`config.mk`:
```
export PLATFORM = sky130hd
export DESIGN_NAME = motor_current_pi_controller_unit
export DESIGN_NICKNAME = d
export VERILOG_FILES = /design/src/rtl/mcpi_pkg.sv /design/src/rtl/mcpi_sequencer.sv /design/src/rtl/mcpi_datapath.sv /design/src/rtl/motor_current_pi_controller_unit.sv
export SDC_FILE = /design/constraint.sdc
export NUM_CORES = 1
export LEC_CHECK = 0
export ABC_CLOCK_PERIOD_IN_PS = 23200
export BUFFER_PORTS_ARGS = -buffer_cell sky130_fd_sc_hd__buf_4
export CORE_AREA = 2 2 287 289
export CTS_BUF_LIST = sky130_fd_sc_hd__clkbuf_2
export DETAILED_ROUTE_END_ITERATION = 6
export DIE_AREA = 0 0 289 291
export GPL_TIMING_DRIVEN = 0
export PLACE_DENSITY = 0.48
export SYNTH_ARGS = -nofsm -noshare
export SYNTH_HDL_FRONTEND = slang
export SYNTH_HIERARCHICAL = 1
export SYNTH_SLANG_ARGS = --single-unit
```
`constraint.sdc`:
```
create_clock -name clk -period 23.2 [get_ports clk]
set_clock_uncertainty 0.15 [all_clocks]
set_input_delay 1.16 -clock clk [delete_from_list [all_inputs] [get_ports clk]]
set_output_delay 1.16 -clock clk [all_outputs]
set_load 0.02 [all_outputs]
```
`src/rtl/mcpi_pkg.sv`:
```
// Package for the motor current PI controller: payload structs, mode and
// register codes, fixed widths and the microcode program of the sequencer.
// No dependencies.
`default_nettype none

package mcpi_pkg;

  // Defaults of the top-level parameters
  localparam int TEST_LENGTH_DEF      = 100;
  localparam int INTEGRATOR_LIMIT_DEF = 2000;

  // Fixed datapath widths
  localparam int CUR_W    = 16;            // current in mA
  localparam int ERR_W    = CUR_W + 1;     // reference minus measured
  localparam int GAIN_W   = 16;            // Q8.8 gain
  localparam int PCT_W    = 8;             // open-loop percent
  localparam int PROD_W   = ERR_W + GAIN_W;
  localparam int ACC_W    = PROD_W + 1;
  localparam int MAG_W    = 15;            // |u| up to 100*256
  localparam int DUTY_W   = 11;
  localparam int CNT_W    = 7;
  localparam int SCALED_W = MAG_W + 5;     // |u| * 20

  localparam int U_LIMIT_Q   = 100 * 256;
  localparam int PCT_LIMIT   = 100;
  localparam int TEST_AMP    = 200;
  localparam int TEST_EDGE_1 = 25;
  localparam int TEST_EDGE_2 = 50;
  localparam int TEST_EDGE_3 = 75;

  typedef enum logic [1:0] {
    MODE_IDLE  = 2'd0,
    MODE_PWM   = 2'd1,
    MODE_TEST  = 2'd2,
    MODE_TRACK = 2'd3
  } mode_t;

  typedef enum logic [1:0] {
    REG_PROP_GAIN     = 2'd0,
    REG_INTEGRAL_GAIN = 2'd1,
    REG_OPEN_LOOP     = 2'd2
  } reg_idx_t;

  typedef struct packed {
    logic                    func;
    mode_t                   new_mode;
    logic signed [CUR_W-1:0] measured_ma;
    logic signed [CUR_W-1:0] target_ma;
  } in_t;

  typedef struct packed {
    logic [DUTY_W-1:0]       duty;
    logic                    direction;
    mode_t                   mode_now;
    logic signed [CUR_W-1:0] reference_ma;
    logic [CNT_W-1:0]        test_index;
    logic                    test_done;
  } result_t;

  // Microcode
  localparam int STEP_W = 3;
  typedef logic [STEP_W-1:0] step_t;

  typedef enum logic [2:0] {
    OP_ERROR,   // pick reference, error = reference - measured
    OP_INTEG,   // integrator += error, clamp
    OP_MUL_P,   // acc = kp * error
    OP_MAC_I,   // acc += ki * integrator
    OP_SAT,     // clamp u, split into magnitude and direction
    OP_SCALE,   // duty = |u|*20 >> 8, test bookkeeping, emit
    OP_OPEN     // idle or pwm result, emit
  } op_t;

  typedef enum logic {
    COND_NEXT,
    COND_OPEN_LOOP
  } cond_t;

  typedef struct packed {
    op_t   op;
    cond_t cond;
    step_t target;
    logic  last;
  } mc_word_t;

  localparam step_t STEP_OPEN = step_t'(6);

  function automatic mc_word_t mc_rom(input step_t step);
    mc_word_t w;
    w = '{op: OP_OPEN, cond: COND_NEXT, target: '0, last: 1'b1};
    unique case (step)
      3'd0:    w = '{op: OP_ERROR, cond: COND_OPEN_LOOP, target: STEP_OPEN, last: 1'b0};
      3'd1:    w = '{op: OP_INTEG, cond: COND_NEXT, target: '0, last: 1'b0};
      3'd2:    w = '{op: OP_MUL_P, cond: COND_NEXT, target: '0, last: 1'b0};
      3'd3:    w = '{op: OP_MAC_I, cond: COND_NEXT, target: '0, last: 1'b0};
      3'd4:    w = '{op: OP_SAT,   cond: COND_NEXT, target: '0, last: 1'b0};
      3'd5:    w = '{op: OP_SCALE, cond: COND_NEXT, target: '0, last: 1'b1};
      3'd6:    w = '{op: OP_OPEN,  cond: COND_NEXT, target: '0, last: 1'b1};
      default: w = '{op: OP_OPEN,  cond: COND_NEXT, target: '0, last: 1'b1};
    endcase
    return w;
  endfunction

  // Control from the sequencer to the datapath
  typedef struct packed {
    logic fire;   // current step executes this cycle
    op_t  op;
    logic emit;   // this step produces the result item
  } ctl_t;

endpackage

`default_nettype wire

```
`src/rtl/mcpi_sequencer.sv`:
```
// Microcode sequencer: step counter, program ROM lookup and conditional jumps.
// Depends on mcpi_pkg.
`default_nettype none

module mcpi_sequencer (
  input  logic            clk,
  input  logic            rst,
  input  logic            start,
  input  logic            open_loop,
  input  logic            emit_ok,
  output logic            busy,
  output mcpi_pkg::ctl_t  ctl
);

  mcpi_pkg::step_t    step;
  mcpi_pkg::mc_word_t word;
  logic               fire;

  assign word = mcpi_pkg::mc_rom(step);
  // the emitting step waits for room in the output register
  assign fire = busy && (!word.last || emit_ok);

  assign ctl.fire = fire;
  assign ctl.op   = word.op;
  assign ctl.emit = word.last;

  always_ff @(posedge clk) begin
    if (rst) begin
      busy <= 1'b0;
      step <= '0;
    end else if (start) begin
      busy <= 1'b1;
      step <= '0;
    end else if (fire) begin
      if (word.last) begin
        busy <= 1'b0;
      end else if (word.cond == mcpi_pkg::COND_OPEN_LOOP && open_loop) begin
        step <= word.target;
      end else begin
        step <= step + mcpi_pkg::step_t'(1);
      end
    end
  end

`ifndef ASSERT_OFF
  a_no_start_busy: assert property (@(posedge clk) disable iff (rst) busy |-> !start)
    else $error("sequencer restarted while busy");
  a_start_step0: assert property (@(posedge clk) disable iff (rst)
    start |=> busy && step == '0)
    else $error("program did not begin at step zero");
  a_jump_open: assert property (@(posedge clk) disable iff (rst)
    fire && step == '0 && open_loop |=> step == mcpi_pkg::STEP_OPEN)
    else $error("open-loop dispatch missed");
`endif

endmodule

`default_nettype wire

```
`src/rtl/mcpi_datapath.sv`:
```
// Datapath: mode, test counter and integrator state, shared multiplier with
// accumulator, clamps and duty scaling. Driven by the sequencer control word.
// Depends on mcpi_pkg.
`default_nettype none

module mcpi_datapath #(
  parameter int TEST_LENGTH      = mcpi_pkg::TEST_LENGTH_DEF,
  parameter int INTEGRATOR_LIMIT = mcpi_pkg::INTEGRATOR_LIMIT_DEF
) (
  input  logic                                  clk,
  input  logic                                  rst,
  input  logic                                  start,
  input  mcpi_pkg::in_t                         in_item,
  input  mcpi_pkg::ctl_t                        ctl,
  input  logic signed [mcpi_pkg::GAIN_W-1:0]    prop_gain,
  input  logic signed [mcpi_pkg::GAIN_W-1:0]    integral_gain,
  input  logic signed [mcpi_pkg::PCT_W-1:0]     open_loop_percent,
  output logic                                  open_loop,
  output mcpi_pkg::result_t                     result
);

  localparam int CUR_W    = mcpi_pkg::CUR_W;
  localparam int ERR_W    = mcpi_pkg::ERR_W;
  localparam int PROD_W   = mcpi_pkg::PROD_W;
  localparam int ACC_W    = mcpi_pkg::ACC_W;
  localparam int MAG_W    = mcpi_pkg::MAG_W;
  localparam int DUTY_W   = mcpi_pkg::DUTY_W;
  localparam int CNT_W    = mcpi_pkg::CNT_W;
  localparam int PCT_W    = mcpi_pkg::PCT_W;
  localparam int SCALED_W = mcpi_pkg::SCALED_W;
  localparam int INT_W    = $clog2(INTEGRATOR_LIMIT + 1) + 1;
  localparam int SUM_W    = ((INT_W > ERR_W) ? INT_W : ERR_W) + 1;

  localparam logic signed [SUM_W-1:0] LIM_POS = SUM_W'(INTEGRATOR_LIMIT);
  localparam logic signed [SUM_W-1:0] LIM_NEG = -LIM_POS;
  localparam logic signed [ACC_W-1:0] U_POS   = ACC_W'(mcpi_pkg::U_LIMIT_Q);
  localparam logic signed [ACC_W-1:0] U_NEG   = -U_POS;
  localparam logic signed [PCT_W-1:0] P_POS   = PCT_W'(mcpi_pkg::PCT_LIMIT);
  localparam logic signed [PCT_W-1:0] P_NEG   = -P_POS;
  localparam logic signed [CUR_W-1:0] AMP_POS = CUR_W'(mcpi_pkg::TEST_AMP);
  localparam logic signed [CUR_W-1:0] AMP_NEG = -AMP_POS;
  localparam logic [CNT_W-1:0] EDGE_1   = CNT_W'(mcpi_pkg::TEST_EDGE_1);
  localparam logic [CNT_W-1:0] EDGE_2   = CNT_W'(mcpi_pkg::TEST_EDGE_2);
  localparam logic [CNT_W-1:0] EDGE_3   = CNT_W'(mcpi_pkg::TEST_EDGE_3);
  localparam logic [CNT_W-1:0] TEST_END = CNT_W'(TEST_LENGTH);

  // state
  mcpi_pkg::mode_t          mode;
  logic [CNT_W-1:0]         test_count;
  logic signed [INT_W-1:0]  integ;

  // working registers
  logic signed [CUR_W-1:0]  meas;
  logic signed [CUR_W-1:0]  target;
  logic signed [CUR_W-1:0]  ref_cur;
  logic signed [ERR_W-1:0]  err;
  logic signed [ACC_W-1:0]  acc;
  logic [MAG_W-1:0]         mag;
  logic                     dir;

  logic signed [CUR_W-1:0]  ref_sel;
  logic signed [SUM_W-1:0]  integ_sum;
  logic signed [INT_W-1:0]  integ_clamped;
  logic signed [ERR_W-1:0]  mul_a;
  logic signed [mcpi_pkg::GAIN_W-1:0] mul_b;
  logic signed [PROD_W-1:0] product;
  logic [SCALED_W-1:0]      scaled;
  logic [DUTY_W-1:0]        duty_closed;
  logic signed [PCT_W-1:0]  pct_clamped;
  logic [PCT_W-1:0]         pct_abs;
  logic [DUTY_W-1:0]        duty_open;
  logic                     is_test;
  logic [CNT_W-1:0]         count_inc;
  logic                     test_end;

  assign open_loop = (mode == mcpi_pkg::MODE_IDLE) || (mode == mcpi_pkg::MODE_PWM);
  assign is_test   = (mode == mcpi_pkg::MODE_TEST);

  always_comb begin
    priority if (is_test) begin
      priority if (test_count >= EDGE_3)      ref_sel = AMP_NEG;
      else if (test_count >= EDGE_2)          ref_sel = AMP_POS;
      else if (test_count >= EDGE_1)          ref_sel = AMP_NEG;
      else                                    ref_sel = AMP_POS;
    end else if (mode == mcpi_pkg::MODE_TRACK) begin
      ref_sel = target;
    end else begin
      ref_sel = '0;
    end
  end

  assign integ_sum = SUM_W'(integ) + SUM_W'(err);
  always_comb begin
    priority if (integ_sum > LIM_POS) integ_clamped = INT_W'(LIM_POS);
    else if (integ_sum < LIM_NEG)     integ_clamped = INT_W'(LIM_NEG);
    else                              integ_clamped = INT_W'(integ_sum);
  end

  // one shared multiplier
  assign mul_a   = (ctl.op == mcpi_pkg::OP_MAC_I) ? ERR_W'(integ) : err;
  assign mul_b   = (ctl.op == mcpi_pkg::OP_MAC_I) ? integral_gain : prop_gain;
  assign product = mul_a * mul_b;

  assign scaled      = (SCALED_W'(mag) << 4) + (SCALED_W'(mag) << 2);
  assign duty_closed = DUTY_W'(scaled >> 8);

  always_comb begin
    priority if (open_loop_percent > P_POS) pct_clamped = P_POS;
    else if (open_loop_percent < P_NEG)     pct_clamped = P_NEG;
    else                                    pct_clamped = open_loop_percent;
  end
  assign pct_abs   = (pct_clamped > 0) ? pct_clamped : -pct_clamped;
  assign duty_open = (DUTY_W'(pct_abs) << 4) + (DUTY_W'(pct_abs) << 2);

  assign count_inc = test_count + CNT_W'(1);
  assign test_end  = is_test && (count_inc >= TEST_END);

  always_comb begin
    result = '0;
    if (ctl.op == mcpi_pkg::OP_OPEN) begin
      result.mode_now = mode;
      if (mode == mcpi_pkg::MODE_PWM) begin
        result.duty      = duty_open;
        result.direction = !(pct_clamped > 0);
      end
    end else begin
      result.duty         = duty_closed;
      result.direction    = dir;
      result.mode_now     = test_end ? mcpi_pkg::MODE_IDLE : mode;
      result.reference_ma = ref_cur;
      result.test_index   = is_test ? test_count : '0;
      result.test_done    = test_end;
    end
  end

  always_ff @(posedge clk) begin
    if (rst) begin
      mode       <= mcpi_pkg::MODE_IDLE;
      test_count <= '0;
      integ      <= '0;
    end else if (start) begin
      meas   <= in_item.measured_ma;
      target <= in_item.target_ma;
      if (in_item.func) begin
        mode <= in_item.new_mode;
      end
    end else if (ctl.fire) begin
      unique case (ctl.op)
        mcpi_pkg::OP_ERROR: begin
          ref_cur <= ref_sel;
          err     <= ERR_W'(ref_sel) - ERR_W'(meas);
        end
        mcpi_pkg::OP_INTEG: integ <= integ_clamped;
        mcpi_pkg::OP_MUL_P: acc <= ACC_W'(product);
        mcpi_pkg::OP_MAC_I: acc <= acc + ACC_W'(product);
        mcpi_pkg::OP_SAT: begin
          priority if (acc > U_POS) begin
            mag <= MAG_W'(U_POS);
            dir <= 1'b0;
          end else if (acc < U_NEG) begin
            mag <= MAG_W'(U_POS);
            dir <= 1'b1;
          end else if (acc > 0) begin
            mag <= MAG_W'(acc);
            dir <= 1'b0;
          end else begin
            mag <= MAG_W'(-acc);
            dir <= 1'b1;
          end
        end
        mcpi_pkg::OP_SCALE: begin
          if (is_test) begin
            if (test_end) begin
              test_count <= '0;
              integ      <= '0;
              mode       <= mcpi_pkg::MODE_IDLE;
            end else begin
              test_count <= count_inc;
            end
          end
        end
        mcpi_pkg::OP_OPEN: begin
          // open-loop result comes straight from the config register
        end
        default: begin
        end
      endcase
    end
  end

endmodule

`default_nettype wire

```
`src/rtl/motor_current_pi_controller_unit.sv`:
```
// Top level of the motor current PI controller: configuration registers,
// handshakes and the output register around the sequencer and datapath.
// Depends on mcpi_pkg, mcpi_sequencer and mcpi_datapath.
//
// Usage:
//   in_*   : one control tick per item (func, new_mode, measured_ma, target_ma).
//   out_*  : one result item per tick (duty, direction, mode_now,
//            reference_ma, test_index, test_done).
//   cfg_*  : register writes: 0 prop_gain, 1 integral_gain,
//            2 open_loop_percent (low 8 bits); index 3 is ignored. Always ready.
// Timing: a closed-loop tick (test or track) runs six microcode steps and idle
//   and pwm ticks run two; a new item is taken only after the last step of the
//   previous tick has fired. The step count is set by the shared multiplier,
//   used once for the proportional and once for the integral term.
// Stall: a result waits in the output register; the next tick is accepted
//   and computed meanwhile, and only its final step waits for out_ready.
// Reset: mode returns to idle, the test count, integrator and all gains to 0;
//   no item is pending afterwards.
`default_nettype none

module motor_current_pi_controller_unit #(
  parameter int TEST_LENGTH      = mcpi_pkg::TEST_LENGTH_DEF,
  parameter int INTEGRATOR_LIMIT = mcpi_pkg::INTEGRATOR_LIMIT_DEF
) (
  input  logic                               clk,
  input  logic                               rst,
  input  logic                               in_valid,
  output logic                               in_ready,
  input  mcpi_pkg::in_t                      in_data,
  output logic                               out_valid,
  input  logic                               out_ready,
  output mcpi_pkg::result_t                  out_data,
  input  logic                               cfg_valid,
  output logic                               cfg_ready,
  input  logic [1:0]                         cfg_index,
  input  logic [mcpi_pkg::GAIN_W-1:0]        cfg_data
);

  logic signed [mcpi_pkg::GAIN_W-1:0] prop_gain;
  logic signed [mcpi_pkg::GAIN_W-1:0] integral_gain;
  logic signed [mcpi_pkg::PCT_W-1:0]  open_loop_percent;

  logic              busy;
  logic              start;
  logic              open_loop;
  logic              emit_ok;
  mcpi_pkg::ctl_t    ctl;
  mcpi_pkg::result_t result;

  assign in_ready  = !busy;
  assign start     = in_valid && in_ready;
  assign emit_ok   = !out_valid || out_ready;
  assign cfg_ready = 1'b1;

  always_ff @(posedge clk) begin
    if (rst) begin
      prop_gain         <= '0;
      integral_gain     <= '0;
      open_loop_percent <= '0;
    end else if (cfg_valid) begin
      unique case (cfg_index)
        mcpi_pkg::REG_PROP_GAIN:     prop_gain         <= cfg_data;
        mcpi_pkg::REG_INTEGRAL_GAIN: integral_gain     <= cfg_data;
        mcpi_pkg::REG_OPEN_LOOP:     open_loop_percent <= cfg_data[mcpi_pkg::PCT_W-1:0];
        default: begin
          // drop writes beyond the register list
        end
      endcase
    end
  end

  mcpi_sequencer u_seq (
    .clk       (clk),
    .rst       (rst),
    .start     (start),
    .open_loop (open_loop),
    .emit_ok   (emit_ok),
    .busy      (busy),
    .ctl       (ctl)
  );

  mcpi_datapath #(
    .TEST_LENGTH      (TEST_LENGTH),
    .INTEGRATOR_LIMIT (INTEGRATOR_LIMIT)
  ) u_dp (
    .clk               (clk),
    .rst               (rst),
    .start             (start),
    .in_item           (in_data),
    .ctl               (ctl),
    .prop_gain         (prop_gain),
    .integral_gain     (integral_gain),
    .open_loop_percent (open_loop_percent),
    .open_loop         (open_loop),
    .result            (result)
  );

  always_ff @(posedge clk) begin
    if (rst) begin
      out_valid <= 1'b0;
    end else if (ctl.fire && ctl.emit) begin
      out_valid <= 1'b1;
      out_data  <= result;
    end else if (out_ready) begin
      out_valid <= 1'b0;
    end
  end

`ifndef ASSERT_OFF
  a_duty_range: assert property (@(posedge clk) disable iff (rst)
    out_valid |-> out_data.duty <= mcpi_pkg::DUTY_W'(2000))
    else $error("duty out of range");
  a_one_at_a_time: assert property (@(posedge clk) disable iff (rst)
    in_valid && in_ready |=> !in_ready)
    else $error("second item taken while a tick is in progress");
  a_done_idle: assert property (@(posedge clk) disable iff (rst)
    out_valid && out_data.test_done |-> out_data.mode_now == mcpi_pkg::MODE_IDLE)
    else $error("test run ended without returning to idle");
  a_idle_quiet: assert property (@(posedge clk) disable iff (rst)
    out_valid && out_data.mode_now == mcpi_pkg::MODE_IDLE && !out_data.test_done
    |-> out_data.duty == '0 && out_data.reference_ma == '0)
    else $error("idle tick produced drive");
`endif

endmodule

`default_nettype wire

```
After elaboration in Yosys (flattened, before gate mapping)
Index checks and enable logic that the tools add are counted.
{"block": "totals", "ff_bits": 219, "latch_bits": 0, "ramBits": 0, "mem_bits_ro": 0, "in_bits": 58, "out_inout_bits": 41, "word_cells": 141, "memories": 0}
{"block": "classes", "addsub": 9, "mul": 1, "n_div": 0, "order_cmp": 12, "n_eq_ne": 19, "shifts": 0, "mux": 35, "n_bitwise": 4, "n_reduce_logical": 39}
{"op": "two-way mux 16 bit", "n": 6}
{"op": "one-hot mux 34 bit (2 select lines)", "n": 1}
{"op": "two-way mux 12 bit", "n": 5}
{"op": "one-hot mux 8 bit (6 select lines)", "n": 1}
{"op": "adder 34 x 33 -> 34 bit", "n": 1}
{"op": "> comparator 34 x 1 -> 1 bit (second input constant)", "n": 1}
{"op": "> comparator 34 x 16 -> 1 bit (second input constant)", "n": 1}
{"op": "less-than comparator 34 x 16 -> 1 bit (second input constant)", "n": 1}
{"op": "multiplier 17 x 16 -> 33 bit", "n": 1}
{"op": "two-way mux 8 bit", "n": 3}
{"op": "one-hot mux 12 bit (2 select lines)", "n": 1}
{"op": "AND reduction 4 bit", "n": 5}
{"op": "adder 19 x 17 -> 19 bit", "n": 1}
{"op": "adder 12 x 17 -> 18 bit", "n": 1}
{"op": "> comparator 18 x 12 -> 1 bit (second input constant)", "n": 1}
{"op": "less-than comparator 18 x 12 -> 1 bit (second input constant)", "n": 1}
{"op": "two-way mux 17 bit", "n": 1}
{"op": "subtractor 16 x 16 -> 17 bit", "n": 1}
{"op": "equality test 3 bit (second input constant)", "n": 5}
{"op": "two-way mux 15 bit", "n": 1}
{"op": "negation 15 bit", "n": 1}
{"op": ">= comparator 7 bit (second input constant)", "n": 2}
{"op": "two-way mux 14 bit", "n": 1}
{"op": "AND reduction 2 bit", "n": 7}
{"op": "other kinds (28)", "n": 69}

Longest topological paths before layout
Gate-level depths: netlist of run 1.
{"block": "depth", "depth_word": 8, "ltp_mapped": 45, "depth_no_buf": 40}

Cells and area by module
The synthesis of run 1 kept the hierarchy.
{"mod": "mcpi_datapath", "n_inst": 1, "cells_per_inst": 2392, "area_each_um2": 20933.8, "seq_area_each_um2": 3873.7}
{"mod": "motor_current_pi_controller_unit", "n_inst": 1, "cells_per_inst": 199, "area_each_um2": 2870.3, "seq_area_each_um2": 1961.9}
{"mod": "mcpi_sequencer", "n_inst": 1, "cells_per_inst": 45, "area_each_um2": 371.6, "seq_area_each_um2": 80.1}

Worst setup path after synthesis of run 1
No wires, ideal clock.
{"block": "synth_path", "path_kind": "register to register", "from": "reg u_seq.step[0]", "to": "reg u_dp.acc[33], data pin", "setup_ps": 271, "arrival_ps": 9841, "t_required_ps": 22779, "slack_ps": 12938, "path_stages_with_launch": 43, "path_buffers": 5, "period_less_slack_ps": 10262, "path_cell_list": "dfxtp_1 inv_1 ha_1 or3_2 a31o_2 nand3b_1 clkbuf_1 clkbuf_1 buf_1 nand2_1 nand2_1 clkbuf_1 nand2_1 fa_1 inv_1 fa_1 fa_1 fa_1 [... 7 more ...] o221ai_1 and2_1 a211oi_1 a21oi_1 o21ai_0 a21boi_0 mux2i_1 nand2b_1 ha_1 a21o_1 a21o_1 a21oi_1 nor2_1 a2111oi_2 a21oi_1 or3_1 o311ai_1 xor2_1"}
{"item": "start, declared", "line_no": "mcpi_sequencer.sv:15", "rtl": "mcpi_pkg::step_t step;"}
{"item": "start signal, assigned", "line_no": "mcpi_sequencer.sv:38", "rtl": "step <= word.target;"}
{"item": "start signal, assigned", "line_no": "mcpi_sequencer.sv:40", "rtl": "step <= step + mcpi_pkg::step_t'(1);"}
{"item": "end signal, assigned", "line_no": "mcpi_datapath.sv:154", "rtl": "mcpi_pkg::OP_MUL_P: acc <= ACC_W'(product);"}
{"item": "end signal, assigned", "line_no": "mcpi_datapath.sv:155", "rtl": "mcpi_pkg::OP_MAC_I: acc <= acc + ACC_W'(product);"}
{"item": "end, declared", "line_no": "mcpi_datapath.sv:57", "rtl": "logic signed [ACC_W-1:0] acc;"}

==> results of run 1 <==
## worst max path at each step
stage,cells past startpoint,end,slack (ps)
floorplan,42,u_dp/acc[33],12940
global placement,37,u_dp/acc[31],10050
detailed placement,37,u_dp/acc[33],10000
CTS,37,u_dp/acc[31],9900
global route,35,u_dp/acc[31],9140
finish,38,u_dp/acc[31],9900
## synth_stat cells (12+ instances only)
| master | number | share of area, % |
|---|---|---|
| sky130_fd_sc_hd__o21a_1 | 20 | 0.62 |
| sky130_fd_sc_hd__and2_1 | 20 | 0.52 |
| sky130_fd_sc_hd__fa_1 | 280 | 23 |
| sky130_fd_sc_hd__nand2b_1 | 78 | 2.0 |
| sky130_fd_sc_hd__dfxtp_1 | 66 | 5.5 |
| sky130_fd_sc_hd__nand3_1 | 36 | 0.75 |
| sky130_fd_sc_hd__a21o_1 | 47 | 1.5 |
| sky130_fd_sc_hd__a21oi_1 | 107 | 2.2 |
| sky130_fd_sc_hd__nor2_1 | 249 | 3.9 |
| sky130_fd_sc_hd__clkbuf_1 | 57 | 0.89 |
| sky130_fd_sc_hd__a31oi_1 | 13 | 0.34 |
| sky130_fd_sc_hd__o21ai_0 | 63 | 1.3 |
| sky130_fd_sc_hd__edfxtp_1 | 153 | 19 |
| sky130_fd_sc_hd__ha_1 | 180 | 9.3 |
| sky130_fd_sc_hd__nand2_1 | 331 | 5.1 |
| sky130_fd_sc_hd__and3_1 | 24 | 0.62 |
| sky130_fd_sc_hd__or2_2 | 16 | 0.41 |
| sky130_fd_sc_hd__o31ai_1 | 13 | 0.40 |
| sky130_fd_sc_hd__a211oi_1 | 18 | 0.56 |
| sky130_fd_sc_hd__mux2i_1 | 68 | 2.8 |
| sky130_fd_sc_hd__o21bai_1 | 17 | 0.53 |
| sky130_fd_sc_hd__xor2_1 | 36 | 1.3 |
| sky130_fd_sc_hd__nor3_1 | 43 | 0.89 |
| sky130_fd_sc_hd__nor2b_1 | 15 | 0.39 |
| sky130_fd_sc_hd__xnor2_1 | 64 | 2.3 |
| sky130_fd_sc_hd__inv_1 | 405 | 6.3 |
| sky130_fd_sc_hd__nand4_1 | 12 | 0.31 |
## worst register-to-register path, delay by kind of cell, from the launching register on
kind                       cells  cell delay, ps
adders and majority gates      9            4150
AOI/OAI and AO/OA             13            3490
buffers and inverters          9            2810
and+or+nand+nor                5             900
muxes                          1             870
DFF                            1             410
xor gates and xnor gates       1             240
## metrics by stage
step                      instance area, µm²  setup WS [ps]  instances  hold slack (ps)  total power [mW]
after floorplan                        24200          12940       2636              298             0.856
after global placement                 26200          10050       3803              310             0.996
after detailed placement               26400          10000       3814              321              1.00
after CTS                              27000           9900       3933             10.8              1.33
after global routing                   27000           9140       3936             83.9              1.41
final                                  27000           9900       3936              201              1.31
## sequential cells by signal (all words and copies together), names as in the netlist
signal,count
integral_gain,16
open_loop_percent,8
out_data,38
out_valid,1
prop_gain,16
u_dp/acc,34
u_dp/dir,1
u_dp/err,17
u_dp/integ,12
u_dp/mag,15
u_dp/meas,16
u_dp/mode,2
u_dp/ref_cur,16
u_dp/target,16
u_dp/test_count,7
u_seq/busy,1
u_seq/step,3
## layer usage
layer	wire (µm)	share of wire, %	GRT usage [%]	vias to the layer above
met4	1960	2.7	5.27	0
met1	31300	44	23.0	9643
met5	0	0	0	-
li1	-	-	-	9134
met2	34200	48	28.7	450
met3	3840	5.4	2.52	115
## kinds of logic after synthesis
| family | count (synthesis) | share of synthesized area (%) |
|---|---|---|
| AO/OA/AOI/OAI | 413 | 11.6 |
| XOR/XNOR | 101 | 3.69 |
| adder cells (fa/ha/maj) | 460 | 32.5 |
| buffers and inverters | 477 | 7.61 |
| flip-flops | 219 | 24.5 |
| multiplexers | 76 | 3.19 |
| other | 1 | 0.0155 |
| AND/OR/NAND/NOR | 889 | 16.9 |
## final cells by class
class | instances | area, µm²
Antenna cell | 3 | 7.51
Buffer | 72 | 320
Clock buffer | 99 | 495
Clock inverter | 20 | 123
Fill cell | 8534 | 54100
Inverter | 405 | 1520
Multi-Input combinational cell | 1940 | 16500
Sequential cell | 219 | 5920
Tap cell | 1070 | 1340
Timing Repair Buffer | 108 | 866
## power by group through the flow
stage	Combinational (mW)	Sequential (mW)	Clock, mW
finish	0.550	0.447	0.312
CTS	0.554	0.447	0.333
detailed placement	0.549	0.456	0
global placement	0.539	0.457	0
floorplan	0.403	0.453	0
global route	0.617	0.448	0.349
==> results.txt, run 1 <==
* Unrepaired setup endpoints after global routing: no
* Flops & latches, synth: 219
* Port Buffer Count: 97
* Final hold violation count: 0
- Clk Tree Root Cell: sky130_fd_sc_hd__clkbuf_2
- At the later pin of the worst-skew pair, clock insertion delay measures 1010 ps.
- Among all flip-flop cells after synthesis, the most frequent one is sky130_fd_sc_hd__edfxtp_1.
* Reg2reg start: u_seq/step[0]
* Cell type group with the largest total delay on the critical path: adder cells
* Seq pwr share: around a third
* Number of instances in the synthesized netlist: 2636
* Leading cell type in the layout, fill and taps excluded: sky130_fd_sc_hd__inv_1
- For this run, asynchronously set or reset flops after synthesis account for 0%.
* Clock buffer count from CTS: 66
* Pwr/cell area: slightly below 50 nW/µm²
* MaxCap Viol Count: 0
* Min-Delay Startpoint: in_data[3]
* Maximum number of pins on one net before global-route repair: 33
- Max Root-Sink Buffers: 3
- Remaining max-slew budget at the tightest pin: 9.50%
* Overall track demand over capacity in global routing: between 10% and 20%
* Terminus of the critical flop-to-flop path: u_dp/acc[31]
- Number of gates resized after cts: 0
* Number of clock sinks: roughly 220
* Logic pwr share: 42.0%
* Net switching power: roughly 0.53 mW
* Kind of capture point of the worst setup path: flip-flop
- Area growth, synth to finish: 11.9%
* Core footprint: approximately 81000 µm²
* Crit path max fanout: 10
* End point of the worst hold path: u_dp/target[3]
- Number of global-route vias before repair: about 20000
* Min-delay worst type: input pin to flip-flop
- In this run the horizontal extent of the chip is roughly 290 µm.
- Antenna violations before repair: 2
- After the first detailed-routing iteration, the DRC count stood at approximately 1300.
- Routed wire length: between 70000 and 80000 µm
- The number of nets handed over by synthesis was 3154.
* Starting Density: 29.8%
- After detailed routing, the average wire length per cell comes to between 15 and 20 µm.
- In this run, distinct cell masters in the synthesized netlist total 98.
* Max-slew violation total from the final report: 0
- The number of buffers and inverters on the critical path is 9.
* Post-CTS repair timing setup buffer count: 0
- The clock tree synthesis step divided the H-tree into 3 levels.
- Final weighted congestion of routability-driven global placement: between 0.9 and 1
- In this run the register-to-register setup slack is 9900 ps.
- Global-route wire length before repair: between 100000 and 150000 µm
- Yosys warning count: 6
- DR vias: around 19000
- Number of iterations in the first detailed-routing pass: 7
- Clock-pin slew was measured on the worst setup and hold paths at around 90 ps.
- Tcrit/Tclk final: 57.3%
- Die Y-Extent: 291 µm
- For the pin with the worst max-slew slack, the measured transition is between 1000 and 1500 ps.
- At the end of the flow the core is filled with cells to between 30% and 40%.
* Setup TNS after final layout: 0 ps
- The detail route stage leaves a number of antenna-violating nets equal to 0.
* Maximum VDD drop: approximately 29 µV
- Synth Area per Inst: 9.17 µm²
- Total congestion overflow: 0
- Area of the die: ~84000 µm²
* Proportion of total power due to net switching: 40.2%
* Layout net count: 3330
- a little under 100 I/O pins were placed.
- After synthesis the cells add up to about 24000 µm².
- Counting instances, the worst hold path has a depth of 1.
* Leakage: 12.7 nW
- Commonest cells after routing, fill and taps aside: sky130_fd_sc_hd__inv_1 (405), sky130_fd_sc_hd__nand2_1 (331), sky130_fd_sc_hd__fa_1 (280)
* Time the worst path needs with I/O delays and setup: 13300 ps
- For this run, the top clock speed supported by timing is around 0.075 GHz.
* Final number of setup-violating endpoints: 0
- Crit-path slowest cell: sky130_fd_sc_hd__buf_1
* Row count: 105
* Arrival @ worst endpoint: ~14000 ps
* Path type of the worst setup path: flip-flop to flip-flop
- STA classifies the critical path startpoint as a flip-flop.
* Vias per inst: 4.91
* TritonCTS clock tree: built
* Critical path's largest stage delay: just over 1000 ps
- After detailed routing, the number of remaining DRC violations is 0.
- Number of buffers added to fix hold violations after cts: 0
* Number of flops mapped to enable cells by yosys: about 150
- Per report_power, the clock group accounts for 23.8% of the total.
* HPWL after detailed placement: approximately 60000 µm
* Internal power component: 0.782 mW
* Number of cells on the worst reg-to-reg path: 38
- For the worst setup path, the data required time is around 24000 ps.
- Outcome: finished clean
- Of the cells placed in the final design, the portion with a size suffix greater than 1 is under 10%.
* Most prevalent standard cell on the critical path: sky130_fd_sc_hd__fa_1
- Portion of the post-synthesis area used by sequential elements: about a quarter
- Startpoint of the most critical setup path: u_seq/step[0]
Power figures use the tool's default switching activity.
==> inputs of run 2 (changes only) <==
Settings changed: ABC_AREA from default to 1, ABC_CLOCK_PERIOD_IN_PS 23200 to 10900, CORE_AREA 2 2 287 289 to 2 2 292 294, DIE_AREA 0 0 289 291 to 0 0 294 296, PLACE_DENSITY 0.48 to 0.49.
Clock period 23.2 ns to 10.9 ns, I/O delays scaled along.
==> run 2 against run 1 <==
Effect of this change:
- sequential cell count unchanged
- sequential power up 120%
- final cell count up 16%
- area after synthesis up 3.0%
- sequential share of layout area down 1.5 points
- clock power up 120%
- design area up 7.3%
- setup slack worse by 9200 ps
- critical path type unchanged
==> results.txt, run 2 <==
- The area growth from synthesis to layout is 16.6%.
- MaxCap Viol Count: 0 (unchanged)
- Area of the die: 87000 µm² (+3.5%)
- Final number of setup-violating endpoints: 0 (unchanged)
* Footprint of the multi-input gates: 16300 µm² (-1.2%)
* Maximum number of pins on one net before global-route repair: 32 (-3.0%)
- The cell area after technology mapping came to 24900 µm² (+3.0%).
- Summed over all instances, the cell type with the most area after synthesis is sky130_fd_sc_hd__fa_1.
- The footprint of the flip-flops and latches was 5920 µm² (unchanged).
- Setup TNS after final layout: 0 ps (unchanged)
- The placed wire-length estimate came to 60400 µm (+3.3%).
- The aggregate global routing overflow came to 0 (unchanged).
- The minimum hold slack was 163 ps (-38.4 ps).
- Average routed wire per standard cell: 15.9 µm (-12%)
* Clk Tree Root Cell: sky130_fd_sc_hd__clkbuf_2
- Commonest cells after routing, fill and taps aside: sky130_fd_sc_hd__nand2_1 (659), sky130_fd_sc_hd__inv_1 (652), sky130_fd_sc_hd__nor2_1 (377)
- The number of placement rows was 107 (+1.9%).
- The area of the core was 84200 µm² (+3.7%).
- In this run the top signal layer used is met4.
- Final weighted congestion of routability-driven global placement: 0.907 (+0.39%)
- Endpoint required time on the critical path: 11470 ps (-12230 ps)
* DRT iter0 DRCs: 1125 (-12%)
* Detailed-route DRC error count: 0 (unchanged)
* Die Y-Extent: 296 µm (+1.7%)
- Min-delay worst type: input pin to flip-flop
- TritonCTS clock tree: built
- The clock tree buffer depth is 3 (unchanged).
* Async set-or-reset flop fraction in the synthesized netlist: 0% (unchanged)
- Most area-consuming cells after synthesis: sky130_fd_sc_hd__fa_1 (23%), sky130_fd_sc_hd__edfxtp_1 (18%), sky130_fd_sc_hd__nand2_1 (10%)
* Vias per inst: 4.54 (-7.7%)
- The worst setup path is launched from a flip-flop.
- For this design, the slowest cell found on the critical path is sky130_fd_sc_hd__fa_1.
* DR vias: 20800 (+7.5%)
- The worst setup path is captured at a flip-flop.
* Pwr/cell area: 153 nW/µm² (+220%)
- The number of synthesis warnings was 6 (unchanged).
- Die width: 294 µm (+1.7%)
- The largest registers in the layout are out_data (38), u_dp/acc (34), u_dp/err (17).
- Path type of the worst setup path: flip-flop to flip-flop
* Synth Area per Inst: 7.89 µm² (-14%)
* Routed wire length: 72900 µm (+2.3%)
* Fill cell instance count of the final layout: 8933 (+4.7%)
* Post-CTS clock slew at the launch and capture registers of the worst setup and hold paths: 120 ps (+30 ps)
- Layout net count: 3964 (+19%)
* Port Buffer Count: 96 (-1.0%)
- Leading cell type in the layout, fill and taps excluded: sky130_fd_sc_hd__nand2_1
- Outcome: finished clean
- The timing-limited maximum frequency came to 0.0977 GHz (+30%).
- The register area share after synthesis is 23.8% (-0.71 points).
- Most prevalent standard cell on the critical path: sky130_fd_sc_hd__fa_1
* Leading post-synthesis cells by instance count: sky130_fd_sc_hd__nand2_1 (661), sky130_fd_sc_hd__inv_1 (659), sky130_fd_sc_hd__nor2_1 (381)
* Register containing the most flip-flops in the final layout: out_data
* Fraction of layout cells with a size suffix above 1: 10.8% (+0.96 points)
- The number of slew-limit violations in the final report came to 0 (unchanged).
* Arrival @ worst endpoint: 10810 ps (-2990 ps)
- sky130_fd_sc_hd__nand2_1 is the most common cell in the netlist.
- The largest driver fanout on the critical path is 10 (unchanged).
- The area share of the leading cell type in the synthesized netlist is 22.5% (-0.67 points).
- The post-synthesis instance total came to 3157 (+20%).
- Tcrit/Tclk final: 93.9% (+37 points)
- Slew of the pin with the lowest slew margin: 818 ps (-501 ps)
* Starting Density: 29.6% (-0.21 points)
- The I/O pin count is 99 (unchanged).
* Maximum VDD drop: 90.6 µV (+210%)
- Antenna violations before repair: 1 (-1)
- H-Tree Level Count: 3 (unchanged)
- Met3 layer wire length in the routed design: 2830 µm (-26%)
- Insertion delay of the later-clocked pin in the worst-skew pair: 990 ps (-20 ps)
- The standby leakage power came to 14.2 nW (+12%).
* Flops & latches, synth: 219 (unchanged)
- The total clock sinks was 219 (unchanged).
- Count of cell types in the netlist: 66 (-33%)
* Final hold violation count: 0 (unchanged)
- Global-route wire length before repair: 118000 µm (+5.9%)
- Overall track demand over capacity in global routing: 17.4% (+0.17 points)
- The net count after synthesis was 3675 (+17%).
* Clock buffer count from CTS: 67 (+1.5%)
- The detailed-routed wire length on met2 was 33300 µm (-2.7%).
* Critical path's largest stage delay: 580 ps (-440 ps)
- The number of enable-type register cells in the synthesized netlist is 153 (unchanged).
- Number of flip-flops in the largest register: 38 (unchanged)
- The detailed-routing iteration count for the pre-antenna-repair pass was 5 (-2).
- Remaining max-slew budget at the tightest pin: 45.4% (+36 points)
- Main synth FF type: sky130_fd_sc_hd__edfxtp_1
- The via count of the first global-routing pass came to 21400 (+8.5%).
- The wire length on met1 was 35700 µm (+14%).
- Time the worst path needs with I/O delays and setup: 10240 ps (-3060 ps)
* Antenna Nets Post-Route: 0 (unchanged)
run 2: what timing repair did:
item,CTS,global route
hold buffers,102,0
pin swaps,1,1
setup buffers,1,9
setup endpoints to repair,9,8
gates resized for setup,18,58
endpoints found under the hold margin,125,0
run 2: final timing paths:
check                                    from  cells after the start  slack (ps)            end
worst max-delay path            u_seq/step[0]                     41         660   u_dp/acc[33]
worst min-delay path              in_data[31]                      2         160  u_dp/meas[15]
worst max register to register  u_seq/step[0]                     41         660   u_dp/acc[33]
worst min register to register   prop_gain[9]                      2         340   prop_gain[9]
run 2: power breakdown:
part           switching [mW]  internal [mW]
combinational            1.82          0.976
sequential             0.0182          0.963
clock                   0.391          0.282
run 2: cells by family (layout without fill, tap and decap cells):
kind of cell | count (synthesis) | count (layout) | synth area share, %
fa+ha+maj | 460 | 460 | 31.6
buf+inv | 739 | 1076 | 11.5
xor+xnor | 85 | 85 | 2.99
compound gates | 382 | 382 | 8.88
simple gates | 1271 | 1271 | 21.3
flops | 219 | 219 | 23.8
other cells | 1 | 2 | 0.0151
run 2: layer usage:
layer,GRT usage (%),vias to the layer above
met2,28.3,403
met4,3.87,0
met5,0,-
met3,2.20,77
met1,24.7,9887
li1,-,10400
run 2: cell type report:
class                      instances  share of cell area (%)
clock buffer                      95                    1.64
buffer                            66                    1.28
timing repair buffer             220                    6.72
clock inverter                    22                   0.483
sequential                       219                    20.4
multi-input combinational       2199                    56.0
tap                             1090                    4.70
antenna                            1                 0.00862
inverter                         673                    8.77
run 2: stage by stage:
stage               worst slack (ps)  instance area, µm²  instances  total power, mW  utilization [%]
floorplan                       2120               24900       3157             2.98                -
global placement                -851               27000       4343             3.74             32.0
detailed placement              -733               27100       4355             3.73             32.2
CTS                             55.0               28800       4575             4.47             34.2
global route                   -3.90               29000       4585             4.92             34.5
finish                           663               29000       4585             4.45             34.5
run 2: critical path: cells and delay by family (launching register included):
kind / cells / cell delay, ps
buffers and inverters: 10 / 1290
flip-flops: 1 / 360
AO/OA/AOI/OAI: 10 / 2050
AND/OR/NAND/NOR: 10 / 1570
adder cells (fa/ha/maj): 9 / 4140
XOR/XNOR: 2 / 430
